## src/rtl/rtma_pkg.sv

```systemverilog
// Shared types, widths and constants of the ring trimmed moving average.
package rtma_pkg;

  localparam int unsigned DATA_W    = 32;
  localparam int unsigned WIN_W     = 5;
  localparam int unsigned THR_W     = 16;
  localparam int unsigned CFG_W     = 16;
  localparam int unsigned REG_IDX_W = 1;
  localparam int unsigned CNT16_W   = 16;
  localparam int unsigned MUL_AW    = 33;
  localparam int unsigned MUL_BW    = 17;
  localparam int unsigned ALU_W     = MUL_AW + MUL_BW;
  localparam int unsigned NUM_W     = 38;
  localparam int unsigned REM_W     = 5;

  localparam logic [REG_IDX_W-1:0] REG_WINDOW = 1'b0;
  localparam logic [REG_IDX_W-1:0] REG_THRESH = 1'b1;

  localparam logic [WIN_W-1:0]  WIN_RESET  = 5'd16;
  localparam logic [THR_W-1:0]  THR_RESET  = 16'd1000;
  localparam logic [MUL_BW-1:0] JUMP_SCALE = 17'd10000;
  localparam logic [CNT16_W-1:0] COUNT_MAX = 16'hFFFF;

  localparam logic OP_ADD = 1'b0;
  localparam logic OP_GET = 1'b1;

  typedef enum logic [1:0] {
    ALU_ADD = 2'd0,
    ALU_SUB = 2'd1,
    ALU_MUL = 2'd2
  } alu_op_e;

  typedef struct packed {
    alu_op_e          op;
    logic [ALU_W-1:0] a;
    logic [ALU_W-1:0] b;
  } alu_req_t;

  function automatic logic [ALU_W-1:0] sext32(input logic [DATA_W-1:0] v);
    sext32 = {{(ALU_W - DATA_W){v[DATA_W-1]}}, v};
  endfunction

endpackage

```

## src/rtl/rtma_ring.sv

```systemverilog
// Sample ring memory: one write port, one registered read port, per-entry valid bits.
module rtma_ring #(
  parameter int unsigned DEPTH = 16
) (
  input  logic                     clk_i,
  input  logic                     rst_ni,
  input  logic                     wr_en_i,
  input  logic [$clog2(DEPTH)-1:0] wr_addr_i,
  input  logic [31:0]              wr_data_i,
  input  logic                     rd_en_i,
  input  logic [$clog2(DEPTH)-1:0] rd_addr_i,
  output logic [31:0]              rd_data_o
);
  import rtma_pkg::*;

  logic [DATA_W-1:0] mem [DEPTH];
  logic [DEPTH-1:0]  vld_q;
  logic [DATA_W-1:0] rdata_q;
  logic              rvld_q;

  always_ff @(posedge clk_i) begin
    if (wr_en_i) begin
      mem[wr_addr_i] <= wr_data_i;
    end
    if (rd_en_i) begin
      rdata_q <= mem[rd_addr_i];
    end
  end

  always_ff @(posedge clk_i or negedge rst_ni) begin
    if (!rst_ni) begin
      vld_q  <= '0;
      rvld_q <= 1'b0;
    end else begin
      if (wr_en_i) begin
        vld_q[wr_addr_i] <= 1'b1;
      end
      if (rd_en_i) begin
        rvld_q <= vld_q[rd_addr_i];
      end
    end
  end

  assign rd_data_o = rvld_q ? rdata_q : '0;

endmodule

```

## src/rtl/rtma_alu.sv

```systemverilog
// Shared add / subtract / multiply unit driven by the sequencer.
module rtma_alu (
  input  rtma_pkg::alu_req_t           req_i,
  output logic [rtma_pkg::ALU_W-1:0]   y_o
);
  import rtma_pkg::*;

  always_comb begin
    case (req_i.op)
      ALU_ADD: y_o = req_i.a + req_i.b;
      ALU_SUB: y_o = req_i.a - req_i.b;
      ALU_MUL: y_o = {{MUL_BW{1'b0}}, req_i.a[MUL_AW-1:0]} *
                     {{MUL_AW{1'b0}}, req_i.b[MUL_BW-1:0]};
      default: y_o = '0;
    endcase
  end

endmodule

```

## src/rtl/ring_trimmed_moving_average.sv

```systemverilog
// Top level: sequencer, state registers and stream ports of the trimmed moving average.
//
//  channel   dir  signals                               item
//  s_axis    in   tvalid/tready, tdata[31:0], tuser[0]  sample, opcode
//  m_axis    out  tvalid/tready, tdata[31:0], tuser[1:0] average, all_updated/restarted
//  cfg       in   cfg_we_i, cfg_idx_i, cfg_data_i[15:0] window_length, jump_threshold
//
//  Add: a jump check against the reference (skipped when the reference is not positive),
//  then a refill of the N window entries when needed (after reset or a jump restart), then the store.
//  Get: sum over the window, trim of min and max when N > 2, then a 38-step restoring division.
//  One item at a time; s_axis_tready_o is high only in the idle state between items.
//  A finished result waits in the output register while the next item is taken.
//  Reset is asynchronous; the ring reads as zero until written.
module ring_trimmed_moving_average #(
  parameter int unsigned DEPTH = 16
) (
  input  logic                                clk_i,
  input  logic                                rst_ni,
  input  logic                                s_axis_tvalid_i,
  output logic                                s_axis_tready_o,
  input  logic [31:0]                         s_axis_tdata_i,   // [31:0] sample
  input  logic [0:0]                          s_axis_tuser_i,   // [0] opcode
  output logic                                m_axis_tvalid_o,
  input  logic                                m_axis_tready_i,
  output logic [31:0]                         m_axis_tdata_o,   // [31:0] average
  output logic [1:0]                          m_axis_tuser_o,   // [0] all_updated, [1] restarted
  input  logic                                cfg_we_i,
  input  logic [rtma_pkg::REG_IDX_W-1:0]      cfg_idx_i,
  input  logic [rtma_pkg::CFG_W-1:0]          cfg_data_i
);
  import rtma_pkg::*;

  localparam int unsigned AW    = $clog2(DEPTH);
  localparam int unsigned CNT_W = (AW > 6) ? AW : 6;

  typedef enum logic [14:0] {
    S_IDLE   = 15'h0001,
    S_JDIFF  = 15'h0002,
    S_JABS   = 15'h0004,
    S_JMUL1  = 15'h0008,
    S_JMUL2  = 15'h0010,
    S_JCMP   = 15'h0020,
    S_FILL   = 15'h0040,
    S_STORE  = 15'h0080,
    S_GSUM   = 15'h0100,
    S_GTRIM1 = 15'h0200,
    S_GTRIM2 = 15'h0400,
    S_GABS   = 15'h0800,
    S_GDIV   = 15'h1000,
    S_GSIGN  = 15'h2000,
    S_OUT    = 15'h4000
  } state_e;

  state_e              state_q, state_d;
  logic [WIN_W-1:0]    win_q, win_d;
  logic [THR_W-1:0]    thr_q, thr_d;
  logic [WIN_W-1:0]    wi_q, wi_d;
  logic                fill_q, fill_d;
  logic [DATA_W-1:0]   ref_q, ref_d;
  logic [CNT16_W-1:0]  count_q, count_d;
  logic [DATA_W-1:0]   sample_q, sample_d;
  logic [CNT_W-1:0]    cnt_q, cnt_d;
  logic                pend_q, pend_d;
  logic                first_q, first_d;
  logic [ALU_W-1:0]    acc_q, acc_d;
  logic [ALU_W-1:0]    prod_q, prod_d;
  logic [DATA_W-1:0]   mn_q, mn_d;
  logic [DATA_W-1:0]   mx_q, mx_d;
  logic [NUM_W-1:0]    num_q, num_d;
  logic [REM_W-1:0]    rem_q, rem_d;
  logic                neg_q, neg_d;
  logic                rflag_q, rflag_d;
  logic [DATA_W-1:0]   res_q, res_d;
  logic                ovld_q, ovld_d;
  logic [DATA_W-1:0]   odata_q, odata_d;
  logic [1:0]          ouser_q, ouser_d;

  logic [WIN_W-1:0]    n_win;
  logic [WIN_W-1:0]    dvs;
  logic [WIN_W-1:0]    pos;
  logic [WIN_W:0]      pos_inc;
  logic [DATA_W:0]     mag;
  logic                ref_pos;
  logic                in_acc;
  logic                div_ok;

  alu_req_t            alu_req;
  logic [ALU_W-1:0]    alu_y;

  logic                mem_we;
  logic [AW-1:0]       mem_waddr;
  logic                mem_re;
  logic [AW-1:0]       mem_raddr;
  logic [DATA_W-1:0]   mem_rdata;

  rtma_alu u_alu (
    .req_i (alu_req),
    .y_o   (alu_y)
  );

  rtma_ring #(
    .DEPTH (DEPTH)
  ) u_ring (
    .clk_i     (clk_i),
    .rst_ni    (rst_ni),
    .wr_en_i   (mem_we),
    .wr_addr_i (mem_waddr),
    .wr_data_i (sample_q),
    .rd_en_i   (mem_re),
    .rd_addr_i (mem_raddr),
    .rd_data_o (mem_rdata)
  );

  always_comb begin
    if (win_q == '0) begin
      n_win = WIN_W'(1);
    end else if (32'(win_q) > DEPTH) begin
      n_win = WIN_W'(DEPTH);
    end else begin
      n_win = win_q;
    end
  end

  assign dvs     = (n_win > WIN_W'(2)) ? (n_win - WIN_W'(2)) : n_win;
  assign pos     = (wi_q < n_win) ? wi_q : '0;
  assign pos_inc = {1'b0, pos} + (WIN_W + 1)'(1);
  assign mag     = sample_q[DATA_W-1] ? ((DATA_W + 1)'(0) - {1'b1, sample_q})
                                      : {1'b0, sample_q};
  assign ref_pos = !ref_q[DATA_W-1] && (ref_q != '0);
  assign in_acc  = s_axis_tvalid_i && s_axis_tready_o;
  assign div_ok  = !alu_y[ALU_W-1];

  assign s_axis_tready_o = (state_q == S_IDLE);
  assign m_axis_tvalid_o = ovld_q;
  assign m_axis_tdata_o  = odata_q;
  assign m_axis_tuser_o  = ouser_q;

  always_comb begin
    alu_req.op = ALU_ADD;
    alu_req.a  = acc_q;
    alu_req.b  = '0;
    case (state_q)
      S_JDIFF: begin
        alu_req.op = ALU_SUB;
        alu_req.a  = ALU_W'(mag);
        alu_req.b  = sext32(ref_q);
      end
      S_JABS, S_GABS: begin
        if (acc_q[ALU_W-1]) begin
          alu_req.op = ALU_SUB;
          alu_req.a  = '0;
          alu_req.b  = acc_q;
        end
      end
      S_JMUL1: begin
        alu_req.op = ALU_MUL;
        alu_req.b  = ALU_W'(JUMP_SCALE);
      end
      S_JMUL2: begin
        alu_req.op = ALU_MUL;
        alu_req.a  = ALU_W'(ref_q);
        alu_req.b  = ALU_W'({1'b0, thr_q} + MUL_BW'(1));
      end
      S_JCMP: begin
        alu_req.op = ALU_SUB;
        alu_req.a  = prod_q;
        alu_req.b  = acc_q;
      end
      S_GSUM: begin
        alu_req.b = sext32(mem_rdata);
      end
      S_GTRIM1: begin
        alu_req.op = ALU_SUB;
        alu_req.b  = sext32(mx_q);
      end
      S_GTRIM2: begin
        alu_req.op = ALU_SUB;
        alu_req.b  = sext32(mn_q);
      end
      S_GDIV: begin
        alu_req.op = ALU_SUB;
        alu_req.a  = ALU_W'({rem_q, num_q[NUM_W-1]});
        alu_req.b  = ALU_W'(dvs);
      end
      S_GSIGN: begin
        if (neg_q) begin
          alu_req.op = ALU_SUB;
          alu_req.a  = '0;
          alu_req.b  = ALU_W'(num_q);
        end else begin
          alu_req.a  = ALU_W'(num_q);
        end
      end
      default: begin
        alu_req.op = ALU_ADD;
      end
    endcase
  end

  always_comb begin
    state_d   = state_q;
    win_d     = win_q;
    thr_d     = thr_q;
    wi_d      = wi_q;
    fill_d    = fill_q;
    ref_d     = ref_q;
    count_d   = count_q;
    sample_d  = sample_q;
    cnt_d     = cnt_q;
    pend_d    = pend_q;
    first_d   = first_q;
    acc_d     = acc_q;
    prod_d    = prod_q;
    mn_d      = mn_q;
    mx_d      = mx_q;
    num_d     = num_q;
    rem_d     = rem_q;
    neg_d     = neg_q;
    rflag_d   = rflag_q;
    res_d     = res_q;
    ovld_d    = ovld_q;
    odata_d   = odata_q;
    ouser_d   = ouser_q;
    mem_we    = 1'b0;
    mem_waddr = AW'(pos);
    mem_re    = 1'b0;
    mem_raddr = cnt_q[AW-1:0];

    if (cfg_we_i) begin
      case (cfg_idx_i)
        REG_WINDOW: win_d = cfg_data_i[WIN_W-1:0];
        REG_THRESH: thr_d = cfg_data_i[THR_W-1:0];
        default:    win_d = win_q;
      endcase
    end

    if (ovld_q && m_axis_tready_i) begin
      ovld_d = 1'b0;
    end

    case (state_q)
      S_IDLE: begin
        if (in_acc) begin
          sample_d = s_axis_tdata_i;
          cnt_d    = '0;
          pend_d   = 1'b0;
          first_d  = 1'b1;
          acc_d    = '0;
          rflag_d  = 1'b0;
          state_d  = (s_axis_tuser_i[0] == OP_GET) ? S_GSUM : S_JDIFF;
        end
      end
      S_JDIFF: begin
        acc_d = alu_y;
        if (ref_pos) begin
          state_d = S_JABS;
        end else begin
          state_d = fill_q ? S_FILL : S_STORE;
        end
      end
      S_JABS: begin
        acc_d   = alu_y;
        state_d = S_JMUL1;
      end
      S_JMUL1: begin
        prod_d  = alu_y;
        state_d = S_JMUL2;
      end
      S_JMUL2: begin
        acc_d   = alu_y;
        state_d = S_JCMP;
      end
      S_JCMP: begin
        if (div_ok) begin
          rflag_d = 1'b1;
          wi_d    = '0;
          fill_d  = 1'b1;
          count_d = '0;
          state_d = S_FILL;
        end else begin
          state_d = fill_q ? S_FILL : S_STORE;
        end
      end
      S_FILL: begin
        mem_we    = 1'b1;
        mem_waddr = cnt_q[AW-1:0];
        ref_d     = sample_q;
        cnt_d     = cnt_q + CNT_W'(1);
        if ((cnt_q + CNT_W'(1)) == CNT_W'(n_win)) begin
          fill_d  = 1'b0;
          state_d = S_STORE;
        end
      end
      S_STORE: begin
        mem_we  = 1'b1;
        wi_d    = (pos_inc >= {1'b0, n_win}) ? '0 : pos_inc[WIN_W-1:0];
        if (count_q != COUNT_MAX) begin
          count_d = count_q + CNT16_W'(1);
        end
        res_d   = '0;
        state_d = S_OUT;
      end
      S_GSUM: begin
        if (pend_q) begin
          acc_d   = alu_y;
          first_d = 1'b0;
          if (first_q || ($signed(mem_rdata) < $signed(mn_q))) begin
            mn_d = mem_rdata;
          end
          if (first_q || ($signed(mem_rdata) > $signed(mx_q))) begin
            mx_d = mem_rdata;
          end
        end
        if (cnt_q < CNT_W'(n_win)) begin
          mem_re = 1'b1;
          cnt_d  = cnt_q + CNT_W'(1);
          pend_d = 1'b1;
        end else begin
          pend_d = 1'b0;
          if (!pend_q) begin
            state_d = (n_win > WIN_W'(2)) ? S_GTRIM1 : S_GABS;
          end
        end
      end
      S_GTRIM1: begin
        acc_d   = alu_y;
        state_d = S_GTRIM2;
      end
      S_GTRIM2: begin
        acc_d   = alu_y;
        state_d = S_GABS;
      end
      S_GABS: begin
        num_d   = alu_y[NUM_W-1:0];
        neg_d   = acc_q[ALU_W-1];
        rem_d   = '0;
        cnt_d   = '0;
        state_d = S_GDIV;
      end
      S_GDIV: begin
        rem_d = div_ok ? alu_y[REM_W-1:0] : {rem_q[REM_W-2:0], num_q[NUM_W-1]};
        num_d = {num_q[NUM_W-2:0], div_ok};
        cnt_d = cnt_q + CNT_W'(1);
        if (cnt_q == CNT_W'(NUM_W - 1)) begin
          state_d = S_GSIGN;
        end
      end
      S_GSIGN: begin
        res_d   = alu_y[DATA_W-1:0];
        ref_d   = num_q[DATA_W-1:0];
        count_d = '0;
        state_d = S_OUT;
      end
      S_OUT: begin
        if (!ovld_q || m_axis_tready_i) begin
          ovld_d  = 1'b1;
          odata_d = res_q;
          ouser_d = {rflag_q, (count_q >= CNT16_W'(n_win))};
          state_d = S_IDLE;
        end
      end
      default: begin
        state_d = S_IDLE;
      end
    endcase
  end

  always_ff @(posedge clk_i or negedge rst_ni) begin
    if (!rst_ni) begin
      state_q <= S_IDLE;
      win_q   <= WIN_RESET;
      thr_q   <= THR_RESET;
      wi_q    <= '0;
      fill_q  <= 1'b1;
      ref_q   <= '0;
      count_q <= '0;
      cnt_q   <= '0;
      pend_q  <= 1'b0;
      first_q <= 1'b1;
      rflag_q <= 1'b0;
      ovld_q  <= 1'b0;
    end else begin
      state_q <= state_d;
      win_q   <= win_d;
      thr_q   <= thr_d;
      wi_q    <= wi_d;
      fill_q  <= fill_d;
      ref_q   <= ref_d;
      count_q <= count_d;
      cnt_q   <= cnt_d;
      pend_q  <= pend_d;
      first_q <= first_d;
      rflag_q <= rflag_d;
      ovld_q  <= ovld_d;
    end
  end

  always_ff @(posedge clk_i) begin
    sample_q <= sample_d;
    acc_q    <= acc_d;
    prod_q   <= prod_d;
    mn_q     <= mn_d;
    mx_q     <= mx_d;
    num_q    <= num_d;
    rem_q    <= rem_d;
    neg_q    <= neg_d;
    res_q    <= res_d;
    odata_q  <= odata_d;
    ouser_q  <= ouser_d;
  end

  a_write_in_window: assert property (@(posedge clk_i) disable iff (!rst_ni)
    mem_we |-> (32'(mem_waddr) < 32'(n_win)))
    else $error("ring write outside the window");

  a_rem_below_divisor: assert property (@(posedge clk_i) disable iff (!rst_ni)
    (state_q == S_GDIV) |-> (rem_q < dvs))
    else $error("division remainder not below divisor");

  a_index_wraps: assert property (@(posedge clk_i) disable iff (!rst_ni)
    (state_q == S_STORE) |=> (wi_q < n_win))
    else $error("write index not wrapped at window length");

endmodule

```

## config.mk

```make
export PLATFORM = sky130hd
export DESIGN_NAME = ring_trimmed_moving_average
export DESIGN_NICKNAME = d
export VERILOG_FILES = /design/src/rtl/rtma_pkg.sv /design/src/rtl/rtma_ring.sv /design/src/rtl/rtma_alu.sv /design/src/rtl/ring_trimmed_moving_average.sv
export SDC_FILE = /design/constraint.sdc
export NUM_CORES = 2
export LEC_CHECK = 0
export BUFFER_PORTS_ARGS = -buffer_cell sky130_fd_sc_hd__buf_2
export CELL_PAD_IN_SITES_DETAIL_PLACEMENT = 0
export CELL_PAD_IN_SITES_GLOBAL_PLACEMENT = 2
export CORE_ASPECT_RATIO = 1.5
export CORE_MARGIN = 3
export CORE_UTILIZATION = 41
export CTS_BUF_LIST = sky130_fd_sc_hd__clkbuf_8
export CTS_CLUSTER_DIAMETER = 40
export DETAILED_ROUTE_END_ITERATION = 8
export PLACE_DENSITY = 0.76
export SYNTH_ARGS = -nofsm -noshare
export SYNTH_HDL_FRONTEND = slang
export SYNTH_SLANG_ARGS = --single-unit
export TNS_END_PERCENT = 100
```

## constraint.sdc

```tcl
create_clock -name clk_i -period 14.1 [get_ports clk_i]
set_input_delay 2.82 -clock clk_i [delete_from_list [all_inputs] [get_ports clk_i]]
set_output_delay 2.82 -clock clk_i [all_outputs]
set_load 0.01 [all_outputs]
```

## Yosys cells after proc, flatten, opt, wreduce, memory -nomap -nowiden

Memory sizes are Yosys's and may differ from the RTL's. A register that Yosys moved wholly into a read port is not among the register bits.
Cells that the tools add are included.

- Bits in registers: 423
- Memory bits (writable): 512
- Input bits: 55
- Output and inout bits: 36
- Word-level logic and storage cells: 188
- Memories: 1

- Add/sub/neg operators: 8
- Multiply operators: 1
- $lt $le $gt $ge: 11
- Equality and inequality tests: 30
- Multiplexer cells: 65
- Bitwise logic cells: 2
- Reduce and logical (&&, ||, !) cells: 45

Memory list:

| name | depth | width | rd ports | clocked after Yosys merged registers in | wr ports | RTL line | text |
|---|---|---|---|---|---|---|---|
| u_ring.mem | 16 | 32 | 1 | 1 | 1 | rtma_ring.sv:16 | `logic [DATA_W-1:0] mem [DEPTH];` |

Operator list:

| operator | number |
|---|---|
| one-hot mux 50 bit (10 select lines) | 1 |
| one-hot mux 50 bit (3 select lines) | 2 |
| one-hot mux 50 bit (6 select lines) | 1 |
| one-hot mux 15 bit (14 select lines) | 1 |
| one-hot mux 32 bit (2 select lines) | 2 |
| two-way mux 101 bit | 1 |
| two-way mux 50 bit | 2 |
| two-way mux 15 bit | 6 |
| two-way mux 38 bit | 2 |
| one-hot mux 38 bit (2 select lines) | 1 |
| adder 50 bit | 1 |
| multiplier 33 x 17 -> 50 bit | 1 |
| subtractor 50 bit | 1 |
| one-hot mux 16 bit (3 select lines) | 1 |
| two-way mux 5 bit | 7 |
| two-way mux 33 bit | 1 |
| subtractor 1 x 33 -> 33 bit, first input constant | 1 |
| > comparator 32 bit | 1 |
| less-than comparator 32 bit | 1 |
| two-way mux 16 bit | 2 |
| two-way mux 32 bit | 1 |
| nonzero test 32 bit | 1 |
| two-way mux 8 bit | 3 |
| one-hot mux 6 bit (4 select lines) | 1 |
| other kinds (60) | 120 |

## Longest topological paths before layout

- Word-level depth: 11
- Mapped depth: 41
- Gate-level depth less buffers: 37

## By module

A second synthesis with hierarchy kept.

- Cell total of the unflattened synthesis: 5436
- Area, all modules: 63937.6 um2

Modules (own cells, without submodules):

| module | times used | cells an instance | area an instance (um2) | seq. area each (um2) |
|---|---|---|---|---|
| rtma_alu | 1 | 2707 | 21847.2 | 0.0 |
| rtma_ring | 1 | 841 | 21146.5 | 16761.1 |
| ring_trimmed_moving_average | 1 | 1888 | 20943.8 | 11703.7 |

## Worst setup path after synthesis

Ideal clock, no wire load.

- Path kind: register -> register
- Start: reg state_q[5]
- End: reg prod_q[46], data pin
- Library setup time: 0.260 ns
- Arrival: 13.325 ns
- Data required time: 13.840 ns
- Slack: 0.515 ns
- Cell stages (with the launch flop): 33
- Buffers on the path: 4
- Clock period less this slack: 13.585 ns
- Cells stage by stage: dfrtp_1 -> or4_1 -> buf_4 -> buf_6 -> nor4_1 -> a2111o_1 -> buf_2 -> clkbuf_1 -> nand2_1 -> fa_1 -> inv_1 -> fa_1 -> inv_1 -> fa_1 -> inv_1 -> fa_1 -> inv_1 -> fa_1 -> inv_1 -> fa_1 -> ha_1 -> and3_1 -> a221o_1 -> or4_1 -> a31oi_1 -> nor2_1 -> o21ai_0 -> o31ai_1 -> a211oi_1 -> nor2_1 -> a221oi_1 -> xnor2_1 -> mux2_2

- Cells in the longest elaborated chain, start to end: 5
- Elaborated cells between the ends (all ways): 24
- Classes of those cells: add/sub: 2; mul: 1; eq/ne: 13; mux: 4; reduce/logical: 4

Ends and longest elaborated chain:

| item | RTL line | text |
|---|---|---|
| from (decl) | ring_trimmed_moving_average.sv:54 | `state_e state_q, state_d;` |
| from (signal assigned) | ring_trimmed_moving_average.sv:383 | `state_q <= state_d;` |
| equality test 15 x 12 -> 1 bit (tied with other cells) | ring_trimmed_moving_average.sv:142 | `case (state_q)` |
| OR reduction 2 bit (tied with other cells) | ring_trimmed_moving_average.sv:142 |  |
| one-hot mux 50 bit (10 select lines) (tied with other cells) | ring_trimmed_moving_average.sv:142 |  |
| multiplier 33 x 17 -> 50 bit (tied with other cells) | rtma_alu.sv:12 | `ALU_MUL: y_o = {{MUL_BW{1'b0}}, req_i.a[MUL_AW-1:0]} *` |
| one-hot mux 50 bit (3 select lines) (*) | rtma_alu.sv:9 | `case (req_i.op)` |
| net alu_y[46] | ring_trimmed_moving_average.sv:88 | `logic [ALU_W-1:0] alu_y;` |
| to (signal assigned) | ring_trimmed_moving_average.sv:401 | `prod_q <= prod_d;` |
| to (decl) | ring_trimmed_moving_average.sv:66 | `logic [ALU_W-1:0] prod_q, prod_d;` |

The timed path passes the listed nets; every way through them passes the cells marked *.
A chain may end at the register's enable or synchronous reset.

## Worst setup path after layout

- Start: reg sample_q[2]
- End: reg count_q[4]

- Cells in the longest elaborated chain, start to end: 7
- Elaborated cells between the ends (all ways): 9
- Classes of those cells: add/sub: 3; mul: 1; eq/ne: 1; mux: 3; reduce/logical: 1

Ends and longest elaborated chain:

| item | RTL line | text |
|---|---|---|
| from (decl) | ring_trimmed_moving_average.sv:61 | `logic [DATA_W-1:0] sample_q, sample_d;` |
| from (signal assigned) | ring_trimmed_moving_average.sv:399 | `sample_q <= sample_d;` |
| subtractor 1 x 33 -> 33 bit | ring_trimmed_moving_average.sv:127 | `assign mag = sample_q[DATA_W-1] ? ((DATA_W + 1)'(0) - {1'b1, sample_q})` |
| two-way mux 33 bit (*) | ring_trimmed_moving_average.sv:127 |  |
| one-hot mux 50 bit (6 select lines) (*) | ring_trimmed_moving_average.sv:142 |  |
| multiplier 33 x 17 -> 50 bit (tied with other cells) | rtma_alu.sv:12 |  |
| one-hot mux 50 bit (3 select lines) (*) | rtma_alu.sv:9 |  |
| != test 2 bit (no line) (*) | - |  |
| AND reduction 3 bit (no line) (*) | - |  |
| to (signal assigned) | ring_trimmed_moving_average.sv:389 | `count_q <= count_d;` |
| to (decl) | ring_trimmed_moving_average.sv:60 | `logic [CNT16_W-1:0] count_q, count_d;` |

Every way passes the cells marked *; elsewhere a longest branch is shown, timed or not.

==> impl_metrics.ini <==
[die]
dieArea_mm2 = 0.161
io_pins = 91
fp.dieH_um = 489
die_w_um = 328
start_util_pct = 41.4
coreArea_mm2 = 0.154
rows = 176

[routing]
drt-pass1-iter-count = 8
routedWlPerCell_um = 26.9
wl_um = 211000
drcViolationCount = 0
viasPerCell = 5.66
ant_nets = 0
route.vias.total = 44500
drtIter0Drc = 3378

[clock_tree]
cts_resized = 0
cts_setup_buffers = 0
max-clock-path-buffers = 3
tritoncts = yes
numCtsBuffers = 155
htreeDepth = 4
clkSinkCount = 967
cts_hold_buf = 0
clk_pin_slew_ps = 60
cts-root-buf = clkbuf_8
insertion_delay_ps = 880

[sta]
tightest_slew_ps = 1220
finClkSkew_ps = 42.8
slew_violations = 0
fin_crit_ps = 12360
finalCritPeriodShare_pct = 87.7
max_freq_ghz = 0.0809
relSlewSlack_pct = 18.1
rsz0062_at_grt = no
finalSetupViolCount = 0
setup_slack_ps = 1740
finalSetupTns_ps = 0
hold_viol = 0

[run_status]
status = complete, no violations

[synth]
synth.net_count = 6341
synth.most_common_cell = edfxtp_1
synth.ff_latch_count = 967
synth_area_mm2 = 0.0639
synthTopCellsByCount = edfxtp_1, inv_1, nand2_1
syn_inst = 5557
yosysTopAreaCell = edfxtp_1
synth_edf_count = 850
ys.warnings.count = 0
synth.distinct_cells = 96
yosys.area.top_type_share_pct = 40.0
syn_area_per_cell_um2 = 11.5
seq_area_frac_synth_pct = 44.6
synthArstFlopShare_pct = 12.1
ys.flop_type = edfxtp_1
synth_area_leaders = edfxtp_1, fa_1, mux4_2, ha_1, inv_1

[pwr]
power_switching_uw = 6200
p_int_uw = 7390
comb_power_share_pct = 53.0
pwr-share-seq_pct = 29.4
swShare_pct = 45.6
powerDensity_mw_per_mm2 = 193
vdd_drop_max_mv = 0.169
leakage_uw = 0.0290
power_frac_clock_pct = 17.6

[setup_path]
start_kind = register
slowest_delay_ps = 860
required_ps = 14890
end_kind = register
critPathKind = register to register
path_common_cell = fa_1
r2r_slack_ps = 1740
reg2reg_depth = 34
crit_fanout = 21
crit_slowest_cell = xor2_1
arrival_ps = 13150

[global_routing]
grt_overflow = 0
antenna_found_initial = 8
grt_pass1_wl_um = 313000
grt_pass1_vias = 47300
track_usage_pct = 26.6
grt_max_degree = 71

[placement]
io_buffers = 90
dpl_worst_slack_ps = 1740
hpwl_um = 152000
gp_congestion = 0.937

[worst_hold_path]
hp-class = register to register
whs_path_depth = 0

[final_layout]
nets = 6469
layout-drive-gt1-share_pct = 13.0
syn_to_final_growth_pct = 9.98

[flow_run]
maxCapViolations = 0
## per-stage QoR
step,power [uW],hold WS (ps),instances,utilization [%],cell area [um2]
final,13600,415,7858,45.6,70200
after global routing,14400,425,7856,45.6,70200
after CTS,13600,418,7855,45.6,70200
after detailed placement,11200,407,7575,43.6,67200
after global placement,11200,401,7575,43.6,67200
after floorplan,8680,400,5557,-,63900
## state kept, by name, summed over array words and instances, names as in the netlist, 2 cells and up
name,cells
prod_q,50
state_q,15
cnt_q,6
sample_q,32
count_q,16
win_q,5
num_q,38
thr_q,16
rem_q,5
acc_q,50
mx_q,32
wi_q,5
mn_q,32
m_axis_tuser_o,2
u_ring.rdata_q,32
ref_q,32
u_ring.vld_q,16
u_ring.mem,512
res_q,32
m_axis_tdata_o,32
## power groups by stage
| stage | Combinational, uW | Clock (uW) | Sequential, uW |
|---|---|---|---|
| after floorplan | 4700 | 0 | 3980 |
| after global placement | 7110 | 0 | 4040 |
| after detailed placement | 7130 | 0 | 4050 |
| after CTS | 7170 | 2460 | 3990 |
| after global routing | 7810 | 2570 | 4020 |
| final | 7210 | 2390 | 4000 |
## worst max-delay path: cells and delay by family (launching register included)
kind,cells,cell delay (ps)
compound gates,9,2660
xor+xnor,2,980
fa+ha+maj,7,3400
buf+inv,5,420
flops,1,690
simple gates,11,4100
## placed cells by master (no fill, tap or decap), drive strengths merged, types with 150 or more instances in the layout
master,instances
a21oi,214
buf,225
clkbuf,168
edfxtp,850
fa,465
ha,264
inv,837
mux4,165
nand2,679
nor2,393
o21ai,150
## final timing paths
check | from | end
max reg2reg | sample_q[2] | count_q[4]
min in group asynchronous | rst_ni | count_q[7]
max | sample_q[2] | count_q[4]
min | res_q[27] | m_axis_tdata_o[27]
min reg2reg | res_q[27] | m_axis_tdata_o[27]
max in group asynchronous | rst_ni | ref_q[29]
## cell families (layout without fill, tap and decap cells)
group | after synthesis | count (layout) | synth area share, %
muxes | 217 | 217 | 6.69
xor gates and xnor gates | 166 | 166 | 2.28
DFF | 967 | 967 | 44.6
buffers and inverters | 1046 | 1297 | 6.29
adders and majority gates | 729 | 729 | 19.8
AOI/OAI and AO/OA | 842 | 842 | 8.91
and+or+nand+nor | 1590 | 1590 | 11.5
other | 0 | 3 | 0
## metal layers
metal	global-route usage [%]	share of wire [%]	wire length, um
met2	48.2	52	110000
met4	14.4	6.1	12900
met1	30.7	37	78100
met3	3.08	5.0	10500
met5	0	0.0033	7
## cell type report
cell class                      count  area [um2]
Multi-Input combinational cell   3544       31700
Inverter                          792        2970
Clock inverter                    112         716
Fill cell                       14600       83900
Tap cell                         2047        2560
Clock buffer                      168        2310
Antenna cell                        3        7.51
Timing Repair Buffer              225        1470
Sequential cell                   967       28500
No activity file was read; power rests on OpenSTA's default activity.
